File: config.mk
export PLATFORM = sky130hd
export DESIGN_NAME = mbet_ctrl
export DESIGN_NICKNAME = d
export VERILOG_FILES = /design/src/mbet_pkg.sv /design/src/mbet_ctrl.sv
export SDC_FILE = /design/constraint.sdc
export NUM_CORES = 1
export LEC_CHECK = 0
export ABC_AREA = 1
export BUFFER_PORTS_ARGS = -buffer_cell sky130_fd_sc_hd__buf_4
export CAP_MARGIN = 20
export CORE_ASPECT_RATIO = 1.4
export CORE_MARGIN = 1.5
export CORE_UTILIZATION = 30
export DETAILED_ROUTE_END_ITERATION = 10
export HOLD_SLACK_MARGIN = 0.08
export PLACE_DENSITY = 0.51
export SLEW_MARGIN = 20
export SYNTH_ARGS = -nofsm -noshare
export SYNTH_HDL_FRONTEND = slang
export SYNTH_SLANG_ARGS = --single-unit
File: constraint.sdc
create_clock -name clk -period 2.2 [get_ports clk]
set_input_delay 0.55 -clock clk [delete_from_list [all_inputs] [get_ports clk]]
set_output_delay 0.55 -clock clk [all_outputs]
set_load 0.02 [all_outputs]
File: src/mbet_pkg.sv
// Shared types, constants and fixed-point helpers for the Mandelbrot escape-time core.
package mbet_pkg;

  // Format and limits
  localparam int FRAC_BITS       = 28;
  localparam int MAX_DIM         = 4096;
  localparam int ITERATION_LIMIT = 255;

  localparam int FX_W      = 64;
  localparam int HALF_W    = FX_W / 2;
  localparam int ACC_W     = 2 * FX_W;
  localparam int DIM_W     = 13;
  localparam int PIX_W     = 12;
  localparam int SHADE_W   = 8;
  localparam int CFG_IDX_W = 1;

  // Coordinate numerators: (2x + h - w) * 2 and 4y, both below 2^15 in magnitude
  localparam int NUM_W     = 16;
  localparam int MAG_W     = NUM_W - 1;
  localparam int QUO_W     = MAG_W + FRAC_BITS;
  localparam int DIV_CNT_W = $clog2(QUO_W + 1);

  typedef logic signed [FX_W-1:0] fx_t;

  localparam fx_t FX_MAX = {1'b0, {(FX_W-1){1'b1}}};
  localparam logic [FX_W-2:0] FX_MAG_MAX = {(FX_W-1){1'b1}};
  localparam logic signed [FX_W:0] SUM_MAX = {2'b00, {(FX_W-1){1'b1}}};
  localparam logic signed [FX_W:0] SUM_MIN = -SUM_MAX;
  localparam fx_t FX_FOUR     = fx_t'(64'd4 << FRAC_BITS);
  localparam fx_t FX_NEG_TWO  = -fx_t'(64'd2 << FRAC_BITS);

  // Register indexes
  localparam logic [CFG_IDX_W-1:0] REG_WIDTH  = 1'b0;
  localparam logic [CFG_IDX_W-1:0] REG_HEIGHT = 1'b1;

  // Coordinate select for the divider
  localparam logic COORD_RE = 1'b0;
  localparam logic COORD_IM = 1'b1;

  // Product select for the multiplier
  localparam logic [1:0] MSEL_RR = 2'd0;
  localparam logic [1:0] MSEL_II = 2'd1;
  localparam logic [1:0] MSEL_RI = 2'd2;

  typedef struct packed {
    logic       load;
    logic       div_start;
    logic       div_sel;
    logic       coord_ld;
    logic       iter_clr;
    logic       upd1;
    logic       upd2;
    logic       mul_start;
    logic [1:0] mul_sel;
    logic       mul_store;
    logic       shade_inc;
    logic       out_load;
  } cmd_t;

  typedef struct packed {
    logic div_done;
    logic mul_done;
    logic escape;
    logic last_iter;
  } sts_t;

  // Saturating add to the symmetric range
  function automatic fx_t fx_add(fx_t a, fx_t b);
    logic signed [FX_W:0] s;
    s = {a[FX_W-1], a} + {b[FX_W-1], b};
    if (s > SUM_MAX) begin
      return FX_MAX;
    end else if (s < SUM_MIN) begin
      return -FX_MAX;
    end
    return s[FX_W-1:0];
  endfunction

  function automatic fx_t fx_sign(logic [FX_W-2:0] mag, logic neg);
    fx_t m;
    m = {1'b0, mag};
    return neg ? -m : m;
  endfunction

endpackage

File: src/mbet_ctrl.sv
// Controller: sequences mapping, iteration steps and result hand-off.
module mbet_ctrl (
  input  logic           clk,
  input  logic           rst_n,
  input  logic           in_valid,
  output logic           in_stall,
  output logic           out_valid,
  input  logic           out_stall,
  input  mbet_pkg::sts_t sts,
  output mbet_pkg::cmd_t cmd
);

  localparam logic [3:0] S_IDLE     = 4'd0;
  localparam logic [3:0] S_DIV_GO   = 4'd1;
  localparam logic [3:0] S_DIV_WAIT = 4'd2;
  localparam logic [3:0] S_UPD1     = 4'd3;
  localparam logic [3:0] S_UPD2     = 4'd4;
  localparam logic [3:0] S_MUL_GO   = 4'd5;
  localparam logic [3:0] S_MUL_WAIT = 4'd6;
  localparam logic [3:0] S_TEST     = 4'd7;
  localparam logic [3:0] S_FIN      = 4'd8;

  logic [3:0] state_r, state_nxt;
  logic       div_sel_r, div_sel_nxt;
  logic [1:0] mul_sel_r, mul_sel_nxt;
  logic       out_valid_r, out_valid_nxt;

  always_comb begin
    state_nxt     = state_r;
    div_sel_nxt   = div_sel_r;
    mul_sel_nxt   = mul_sel_r;
    out_valid_nxt = out_valid_r && out_stall;
    cmd           = '0;
    cmd.div_sel   = div_sel_r;
    cmd.mul_sel   = mul_sel_r;

    unique case (state_r)
      S_IDLE: begin
        if (in_valid) begin
          cmd.load    = 1'b1;
          div_sel_nxt = mbet_pkg::COORD_RE;
          state_nxt   = S_DIV_GO;
        end
      end
      S_DIV_GO: begin
        cmd.div_start = 1'b1;
        state_nxt     = S_DIV_WAIT;
      end
      S_DIV_WAIT: begin
        if (sts.div_done) begin
          cmd.coord_ld = 1'b1;
          if (div_sel_r == mbet_pkg::COORD_RE) begin
            div_sel_nxt = mbet_pkg::COORD_IM;
            state_nxt   = S_DIV_GO;
          end else begin
            cmd.iter_clr = 1'b1;
            state_nxt    = S_UPD1;
          end
        end
      end
      S_UPD1: begin
        cmd.upd1  = 1'b1;
        state_nxt = S_UPD2;
      end
      S_UPD2: begin
        cmd.upd2    = 1'b1;
        mul_sel_nxt = mbet_pkg::MSEL_RR;
        state_nxt   = S_MUL_GO;
      end
      S_MUL_GO: begin
        cmd.mul_start = 1'b1;
        state_nxt     = S_MUL_WAIT;
      end
      S_MUL_WAIT: begin
        if (sts.mul_done) begin
          cmd.mul_store = 1'b1;
          if (mul_sel_r == mbet_pkg::MSEL_RR) begin
            mul_sel_nxt = mbet_pkg::MSEL_II;
            state_nxt   = S_MUL_GO;
          end else if (mul_sel_r == mbet_pkg::MSEL_II) begin
            state_nxt = S_TEST;
          end else begin
            state_nxt = S_UPD1;
          end
        end
      end
      S_TEST: begin
        // squares of the new z are in place: test |z|^2 > 4
        if (sts.escape) begin
          state_nxt = S_FIN;
        end else begin
          cmd.shade_inc = 1'b1;
          if (sts.last_iter) begin
            state_nxt = S_FIN;
          end else begin
            mul_sel_nxt = mbet_pkg::MSEL_RI;
            state_nxt   = S_MUL_GO;
          end
        end
      end
      S_FIN: begin
        // hold until the output register is free
        if (!out_valid_r || !out_stall) begin
          cmd.out_load  = 1'b1;
          out_valid_nxt = 1'b1;
          state_nxt     = S_IDLE;
        end
      end
      default: begin
        state_nxt = S_IDLE;
      end
    endcase
  end

  always_ff @(posedge clk) begin
    if (!rst_n) begin
      state_r     <= S_IDLE;
      div_sel_r   <= mbet_pkg::COORD_RE;
      mul_sel_r   <= mbet_pkg::MSEL_RR;
      out_valid_r <= 1'b0;
    end else begin
      state_r     <= state_nxt;
      div_sel_r   <= div_sel_nxt;
      mul_sel_r   <= mul_sel_nxt;
      out_valid_r <= out_valid_nxt;
    end
  end

  assign in_stall  = state_r != S_IDLE;
  assign out_valid = out_valid_r;

endmodule
==> results of run 1 <==
-- path summary, 6_finish.rpt --
path | end | startpoint | slack (ps)
max | cmd[8] | state_r[1]$_SDFFE_PN0P_ | 220
min | mul_sel_r[1]$_SDFFE_PN0P_ | mul_sel_r[1]$_SDFFE_PN0P_ | 480
max reg2reg | state_r[2]$_SDFFE_PN0P_ | state_r[0]$_SDFFE_PN0P_ | 900
min reg2reg | mul_sel_r[1]$_SDFFE_PN0P_ | mul_sel_r[1]$_SDFFE_PN0P_ | 480
-- per-stage QoR --
stage	worst slack [ps]	cell area [um2]	hold slack, ps
floorplan	484.1	561.8	485.2
global placement	486.2	733.2	469.7
detailed placement	493.0	733.2	474.0
CTS	205.6	755.7	481.0
global route	61.97	755.7	518.7
finish	218.4	755.7	480.1
-- cell families after synthesis --
logic type / Yosys count / synth area share
flip-flops: 8 / 0.2851
AND/OR/NAND/NOR: 49 / 0.4455
buffers and inverters: 22 / 0.1670
AO/OA/AOI/OAI: 10 / 0.1024
-- metal layers --
metal  share of wire  track usage  vias to the layer above  wire [um]
met5               0            0                        -          0
met4           0.031       0.1034                        0         42
met3           0.055      0.01240                        5         74
met2            0.48       0.2459                       18        650
met1            0.43       0.1889                      257        584
li1                -            -                      325          -
-- worst max-delay path: stages (launching register included) --
cell and delay, ps:
dfxtp_1 430, inv_2 100, nor2_4 160, and2_1 150, nand2_1 90, nor2_1 100, buf_4 140
-- state kept, by name, indices dropped and copies added, names as in the netlist --
register	count
state_r	4
mul_sel_r	2
div_sel_r	1
out_valid	1
-- power breakdown --
group | internal, mW | leakage, nW | switching [mW]
combinational | 0.0375 | 0.326 | 0.0559
sequential | 0.150 | 0.0648 | 0.00986
clock | 0.0624 | 0.0138 | 0.0499
-- cell type report --
| class | count | area [um2] |
|---|---|---|
| multi-input combinational | 59 | 307.8 |
| sequential | 8 | 160.2 |
| inverter | 20 | 75.07 |
| fill | 203 | 1001 |
| tap | 20 | 25.02 |
| timing repair buffer | 22 | 165.2 |
| clock buffer | 3 | 22.52 |
-- layout by cell type (no fill, tap or decap) --
master     n
nor3_1     2
nor2_1     8
a21oi_1    7
buf_4     22
nand3_1    8
and2_1     1
nor2_4     2
nand2_1   19
inv_1     17
nor4_2     1
a211oi_2   1
nand4_1    3
nand2_2    1
nor2_2     2
inv_2      3
clkbuf_4   3
o21ai_1    2
dfxtp_1    8
nand3_2    2
==> impl_metrics.env, run 1 <==
export IMPL_status="complete, no violations"
export IMPL_ys_seq_area_frac=0.2851
export IMPL_cts_root_buf="clkbuf_4"
export IMPL_yosysWarnings=0
export IMPL_synthTopCellsByCount="nand2_1, inv_1, dfxtp_1, nand3_1, nor2_1"
export IMPL_syn2layout_area_growth_pct=34.52
export IMPL_synthCells=89
export IMPL_dpl_hpwl_mm=1.075
export IMPL_io_buffers=22
export IMPL_vdd_ir_drop_max_uv=252.4
export IMPL_synth_top_area_cell="dfxtp_1"
export IMPL_start_util=0.3198
export IMPL_routed_wirelength_mm=1.352
export IMPL_cts_hold_buf=0
export IMPL_grt_pass1_vias=535
export IMPL_endpoint_kind="output port"
export IMPL_nets=122
export IMPL_fmax_ghz=0.5046
export IMPL_yosys_register_bits=8
export IMPL_cp_data_required_time_ps=1650
export IMPL_finalSetupViolations=0
export IMPL_synth_area_top_cells="dfxtp_1, nand2_1, inv_1"
export IMPL_slew_headroom=0.7737
export IMPL_first_iter_violations=3
export IMPL_gp_congestion=0.7637
export IMPL_p_per_area_nw_per_um2=483.7
export IMPL_overflow=0
export IMPL_rsz0062_at_grt="false"
export IMPL_drc_errors=0
export IMPL_grt_pass1_wl_mm=2.180
export IMPL_worst_setup_path_start_kind="flop"
export IMPL_ys_types=19
export IMPL_final_cells=132
export IMPL_clock_latency_ps=260
export IMPL_wl_per_cell_um=10.24
export IMPL_die_h_um=54.20
export IMPL_hp_class="reg -> reg"
export IMPL_synthFlopType="dfxtp_1"
export IMPL_synth_top_cell_area_share=0.2851
export IMPL_synth_nets=97
export IMPL_cp_arrival_ps=1430
export IMPL_clkTransAtPathRegs_ps=60
export IMPL_power_mw=0.3656
export IMPL_first_pass_iters=4
export IMPL_skew_ps=7.080
export IMPL_async_flop_share=0
export IMPL_core_area_um2=1757
export IMPL_worst_pin_slew_ps=339.0
export IMPL_cts_max_level=1
export IMPL_grt_antenna_before_repair=0
export IMPL_final_core_util=0.4302
export IMPL_synth_area_um2=561.8
export IMPL_drive_above_1_share=0.3304
export IMPL_finalHoldViolCount=0
export IMPL_core_rowCount=18
export IMPL_die_area_um2=2145
export IMPL_grt_max_degree=9
export IMPL_num_vias=605
export IMPL_leakagePower_nw=0.4051
export IMPL_synth_edf_count=0
export IMPL_post_cts_resized=0
export IMPL_post_cts_repair_setup_buffers=0
export IMPL_cts_made_buffers=3
export IMPL_path_class="reg -> out"
export IMPL_final_setup_tns_ps=0
export IMPL_ios=23
export IMPL_antenna_left=0
export IMPL_maxCapViolations=0
export IMPL_dp_cells=129
export IMPL_fin_crit_sh=0.9007
export IMPL_clock_path_buffers=2
export IMPL_syn_area_per_cell_um2=6.312
export IMPL_diodes=0
export IMPL_hold_depth=2
export IMPL_avgViaCountPerCell=4.583
export IMPL_cts_tree="yes"
export IMPL_slew_viol_final=0
export IMPL_clock_sinks=8
export IMPL_min_period_ps=1982
export IMPL_yosysMostFrequentCell="nand2_1"
export IMPL_ff2ff_path_depth=6
export IMPL_die_width_um=39.58
export IMPL_grtUsageTotal=0.1536
export IMPL_crit_fanout=7
Note: power is estimated with default switching activity, not from simulation.
==> inputs of run 2 (changes only) <==
--- a/config.mk
+++ b/config.mk
@@ -14,6 +14,7 @@
 export DETAILED_ROUTE_END_ITERATION = 10
 export HOLD_SLACK_MARGIN = 0.08
 export PLACE_DENSITY = 0.51
+export RECOVER_POWER = 25
 export SLEW_MARGIN = 20
 export SYNTH_ARGS = -nofsm -noshare
 export SYNTH_HDL_FRONTEND = slang
==> impl_metrics.env, run 2 (same netlist as run 1, synthesis figures left out) <==
export IMPL_status="complete, no violations"
export IMPL_routed_wirelength_mm=1.351
export IMPL_post_cts_repair_setup_buffers=0
export IMPL_clkTransAtPathRegs_ps=60
export IMPL_die_h_um=54.20
export IMPL_cts_tree="yes"
export IMPL_slowest_stage="dfxtp_1"
export IMPL_diodes=0
export IMPL_hp_class="reg -> reg"
export IMPL_cp_arrival_ps=1430
export IMPL_hold_depth=2
export IMPL_reg_largest_list="state_r: 4 flops, mul_sel_r: 2 flops"
export IMPL_gp_congestion=0.7637
export IMPL_first_iter_violations=3
export IMPL_p_per_area_nw_per_um2=488.6
export IMPL_hold_path_end="mul_sel_r[0]$_SDFFE_PN0P_"
export IMPL_finalSetupViolations=0
export IMPL_final_common_cell="buf_4"
export IMPL_cts_root_buf="clkbuf_4"
export IMPL_core_area_um2=1757
export IMPL_final_cell_area_um2=748.2
export IMPL_fin_crit_sh=0.9007
export IMPL_drive_above_1_share=0.3125
export IMPL_endpoint_kind="output port"
export IMPL_grt_antenna_before_repair=0
export IMPL_pre_cts_ws_ps=493.0
export IMPL_avgViaCountPerCell=4.583
export IMPL_min_period_ps=1982
export IMPL_cts_made_buffers=3
export IMPL_antenna_left=0
export IMPL_worst_slack_ps=218.4
export IMPL_finalHoldViolCount=0
export IMPL_ff2ff_path_depth=6
export IMPL_worst_pin_slew_ps=339.0
export IMPL_core_rowCount=18
export IMPL_rsz0062_at_grt="false"
export IMPL_overflow=0
export IMPL_drc_errors=0
export IMPL_cts_hold_buf=0
export IMPL_slew_viol_final=0
export IMPL_clock_path_buffers=2
export IMPL_path_cells="inv_2 > nor2_4 > and2_1 > nand2_1 > nor2_1 > buf_4"
export IMPL_wl_per_cell_um=10.23
export IMPL_slew_headroom=0.7737
export IMPL_critical_path_max_stage_delay_ps=430
export IMPL_placed_cell_area_um2=733.2
export IMPL_crit_fanout=7
export IMPL_leakagePower_nw=0.3965
export IMPL_cts_max_level=1
export IMPL_power_mw=0.3655
export IMPL_first_pass_iters=4
export IMPL_ios=23
export IMPL_skew_ps=7.085
export IMPL_worstSetupStartpoint="state_r[1]$_SDFFE_PN0P_"
export IMPL_worst_path_buf_inv=2
export IMPL_crit_family="simple AND/OR/NAND/NOR gates"
export IMPL_grtUsageTotal=0.1536
export IMPL_io_buffers=22
export IMPL_layout_common_cells="buf_4, nand2_1, inv_1"
export IMPL_min_from="mul_sel_r[0]$_SDFFE_PN0P_"
export IMPL_final_setup_tns_ps=0
export IMPL_grt_pass1_wl_mm=2.180
export IMPL_clock_sinks=8
export IMPL_die_area_um2=2145
export IMPL_worst_setup_path_start_kind="flop"
export IMPL_syn2layout_area_growth_pct=33.18
export IMPL_nets=122
export IMPL_path_class="reg -> out"
export IMPL_reg2reg_from="state_r[0]$_SDFFE_PN0P_"
export IMPL_r2r_end="state_r[2]$_SDFFE_PN0P_"
export IMPL_largest_reg_flops=4
export IMPL_start_util=0.3198
export IMPL_final_cells=132
export IMPL_cp_data_required_time_ps=1650
export IMPL_post_cts_resized=0
export IMPL_grt_max_degree=9
export IMPL_vdd_ir_drop_max_uv=252.5
export IMPL_top_register="state_r"
export IMPL_ff2ff_setup_slack_ps=900
export IMPL_die_width_um=39.58
export IMPL_grt_pass1_vias=535
export IMPL_maxCapViolations=0
export IMPL_fmax_ghz=0.5046
export IMPL_dp_cells=129
export IMPL_dpl_hpwl_mm=1.075
export IMPL_clock_latency_ps=260
export IMPL_num_vias=605
## run 2: final cells by class
class | instances | area (um2)
Sequential cell | 8 | 160.2
Multi-Input combinational cell | 59 | 307.8
Clock buffer | 3 | 22.52
Timing Repair Buffer | 22 | 157.7
Inverter | 20 | 75.07
Fill cell | 205 | 1008
Tap cell | 20 | 25.02
## run 2: stage by stage
stage                 util  hold WS (ps)
floorplan                -         485.2
global placement    0.4174         469.7
detailed placement  0.4174         474.0
CTS                 0.4302         481.0
global route        0.4259         517.9
finish              0.4259         479.7
## run 2: where the power goes
group / leakage, nW / switching, mW / internal [mW] / total [mW]
registers: 0.0648 / 0.00986 / 0.150 / 0.160
logic: 0.318 / 0.0559 / 0.0375 / 0.0934
clock network: 0.0138 / 0.0499 / 0.0624 / 0.112
total: 0.397 / 0.116 / 0.250 / 0.366
## run 2: per-layer routing
metal	global-route usage	up-vias	part of all wire
met1	0.1889	257	0.43
met2	0.2459	18	0.48
li1	-	325	-
met3	0.01240	5	0.053
met4	0.1034	0	0.031
met5	0	-	0
## run 2: how the worst max path moves through the flow
stage,endpoint,slack (ps),depth (start not counted)
4_1_cts,cmd[8],210,6
6_report,cmd[8],220,6
3_3_place_gp,cmd[2],490,4
2_1_floorplan,cmd[12],480,4
3_5_place_dp,cmd[2],490,4
5_1_grt,cmd[8],60,6
## run 2: tightest hold or removal path, delay by kind of cell (launching register included)
| kind | cells | cell delay (ps) |
|---|---|---|
| flops | 1 | 310 |
| simple gates | 1 | 60 |
| compound gates | 1 | 50 |
==> inputs of run 3 (changes only) <==
--- a/config.mk
+++ b/config.mk
@@ -15,6 +15,8 @@
 export HOLD_SLACK_MARGIN = 0.08
 export PLACE_DENSITY = 0.51
 export RECOVER_POWER = 25
+export REMOVE_ABC_BUFFERS = 1
+export SKIP_CTS_REPAIR_TIMING = 1
 export SLEW_MARGIN = 20
 export SYNTH_ARGS = -nofsm -noshare
 export SYNTH_HDL_FRONTEND = slang
==> impl_metrics.env, run 3 (same netlist as run 1, synthesis figures left out) <==
export IMPL_p_per_area_nw_per_um2=494.5
export IMPL_worst_setup_path_start_kind="flop"
export IMPL_grt_pass1_vias=540
export IMPL_clkTransAtPathRegs_ps=60
export IMPL_worst_pin_slew_ps=335.1
export IMPL_leakagePower_nw=0.3965
export IMPL_start_util=0.3198
export IMPL_finalSetupViolations=0
export IMPL_slew_viol_final=0
export IMPL_routed_wirelength_mm=1.439
export IMPL_avgViaCountPerCell=4.727
export IMPL_reg_largest_list="state_r: 4 flops, mul_sel_r: 2 flops"
export IMPL_hp_class="reg -> reg"
export IMPL_rsz0062_at_grt="false"
export IMPL_p_sw_mw=0.1200
export IMPL_grt_antenna_before_repair=0
export IMPL_combPwrFrac=0.253
export IMPL_top_register="state_r"
export IMPL_cts_made_buffers=3
export IMPL_die_width_um=39.58
export IMPL_clock_latency_ps=260
export IMPL_final_setup_tns_ps=0
export IMPL_num_vias=624
export IMPL_first_iter_violations=9
export IMPL_ios=23
export IMPL_endpoint_kind="output port"
export IMPL_critical_path_max_stage_delay_ps=440
export IMPL_core_rowCount=18
export IMPL_finalHoldViolCount=0
export IMPL_status="complete, no violations"
export IMPL_wl_per_cell_um=10.90
export IMPL_final_common_cell="buf_4"
export IMPL_slew_headroom=0.7763
export IMPL_drive_above_1_share=0.3125
export IMPL_cp_arrival_ps=1450
export IMPL_core_area_um2=1757
export IMPL_hold_ws_ps=478.3
export IMPL_die_h_um=54.20
export IMPL_fin_crit_sh=0.9099
export IMPL_crit_fanout=7
export IMPL_cp_data_required_time_ps=1650
export IMPL_slowest_stage="dfxtp_1"
export IMPL_clock_path_buffers=2
export IMPL_skew_ps=1.316
export IMPL_vdd_ir_drop_max_uv=213.9
export IMPL_fmax_ghz=0.4996
export IMPL_antenna_left=0
export IMPL_seqPwrFrac=0.432
export IMPL_cts_tree="yes"
export IMPL_layout_common_cells="buf_4, nand2_1, inv_1"
export IMPL_p_clk_frac=0.315
export IMPL_cts_root_buf="clkbuf_4"
export IMPL_overflow=0
export IMPL_dp_cells=129
export IMPL_dpl_hpwl_mm=1.136
export IMPL_path_cells="inv_2 > nor2_4 > and2_1 > nand2_1 > nor2_1 > buf_4"
export IMPL_first_pass_iters=4
export IMPL_clock_sinks=8
export IMPL_grt_max_degree=9
export IMPL_diodes=0
export IMPL_syn2layout_area_growth_pct=33.18
export IMPL_grt_pass1_wl_mm=2.277
export IMPL_swShare=0.3242
export IMPL_final_cells=132
export IMPL_p_int_mw=0.2500
export IMPL_final_core_util=0.4259
export IMPL_maxCapViolations=0
export IMPL_gp_congestion=0.7959
export IMPL_largest_reg_flops=4
export IMPL_min_period_ps=2002
export IMPL_nets=122
export IMPL_path_class="reg -> out"
export IMPL_cts_max_level=1
export IMPL_grtUsageTotal=0.1552
export IMPL_io_buffers=22
export IMPL_drc_errors=0
export IMPL_die_area_um2=2145
export IMPL_power_mw=0.3700
[run 3: routing by layer]
metal | up-vias | wire, um | global-route usage
met3 | 3 | 68 | 0.02479
met1 | 275 | 617 | 0.1881
li1 | 326 | - | -
met4 | 0 | 24 | 0.1034
met5 | - | 0 | 0
met2 | 20 | 729 | 0.2432
[run 3: per-stage QoR]
step | cell area [um2] | setup slack, ps
4_1_cts | 755.7 | 192.6
5_1_grt | 748.2 | 83.64
3_5_place_dp | 733.2 | 480.0
3_3_place_gp | 733.2 | 495.5
2_1_floorplan | 543.0 | 501.4
6_report | 748.2 | 198.3
[run 3: area by class of cell]
type                       instances  area, um2
fill                             207       1008
multi-input combinational         59      307.8
sequential                         8      160.2
timing repair buffer              22      157.7
inverter                          20      75.07
tap                               20      25.02
clock buffer                       3      22.52
[run 3: critical path: cells and delay by family, from the launching register on]
| family | cells | cell delay, ps |
|---|---|---|
| buf+inv | 2 | 240 |
| flops | 1 | 440 |
| simple gates | 4 | 520 |
[run 3: power by group through the flow]
stage	sequential, mW	clock, mW	combinational [mW]
after floorplan	0.162	0	0.0584
after global placement	0.162	0	0.0934
after detailed placement	0.163	0	0.0940
after CTS	0.160	0.122	0.0944
after global routing	0.161	0.128	0.105
final	0.160	0.117	0.0935
[run 3: final timing paths]
check                           slack [ps]                        end  cells after the start                       from
worst max-delay path                   200                     cmd[8]                      6    state_r[1]$_SDFFE_PN0P_
worst min-delay path                   480  mul_sel_r[1]$_SDFFE_PN0P_                      2  mul_sel_r[1]$_SDFFE_PN0P_
worst max register to register         910  mul_sel_r[0]$_SDFFE_PN0P_                      6    state_r[0]$_SDFFE_PN0P_
worst min register to register         480  mul_sel_r[1]$_SDFFE_PN0P_                      2  mul_sel_r[1]$_SDFFE_PN0P_
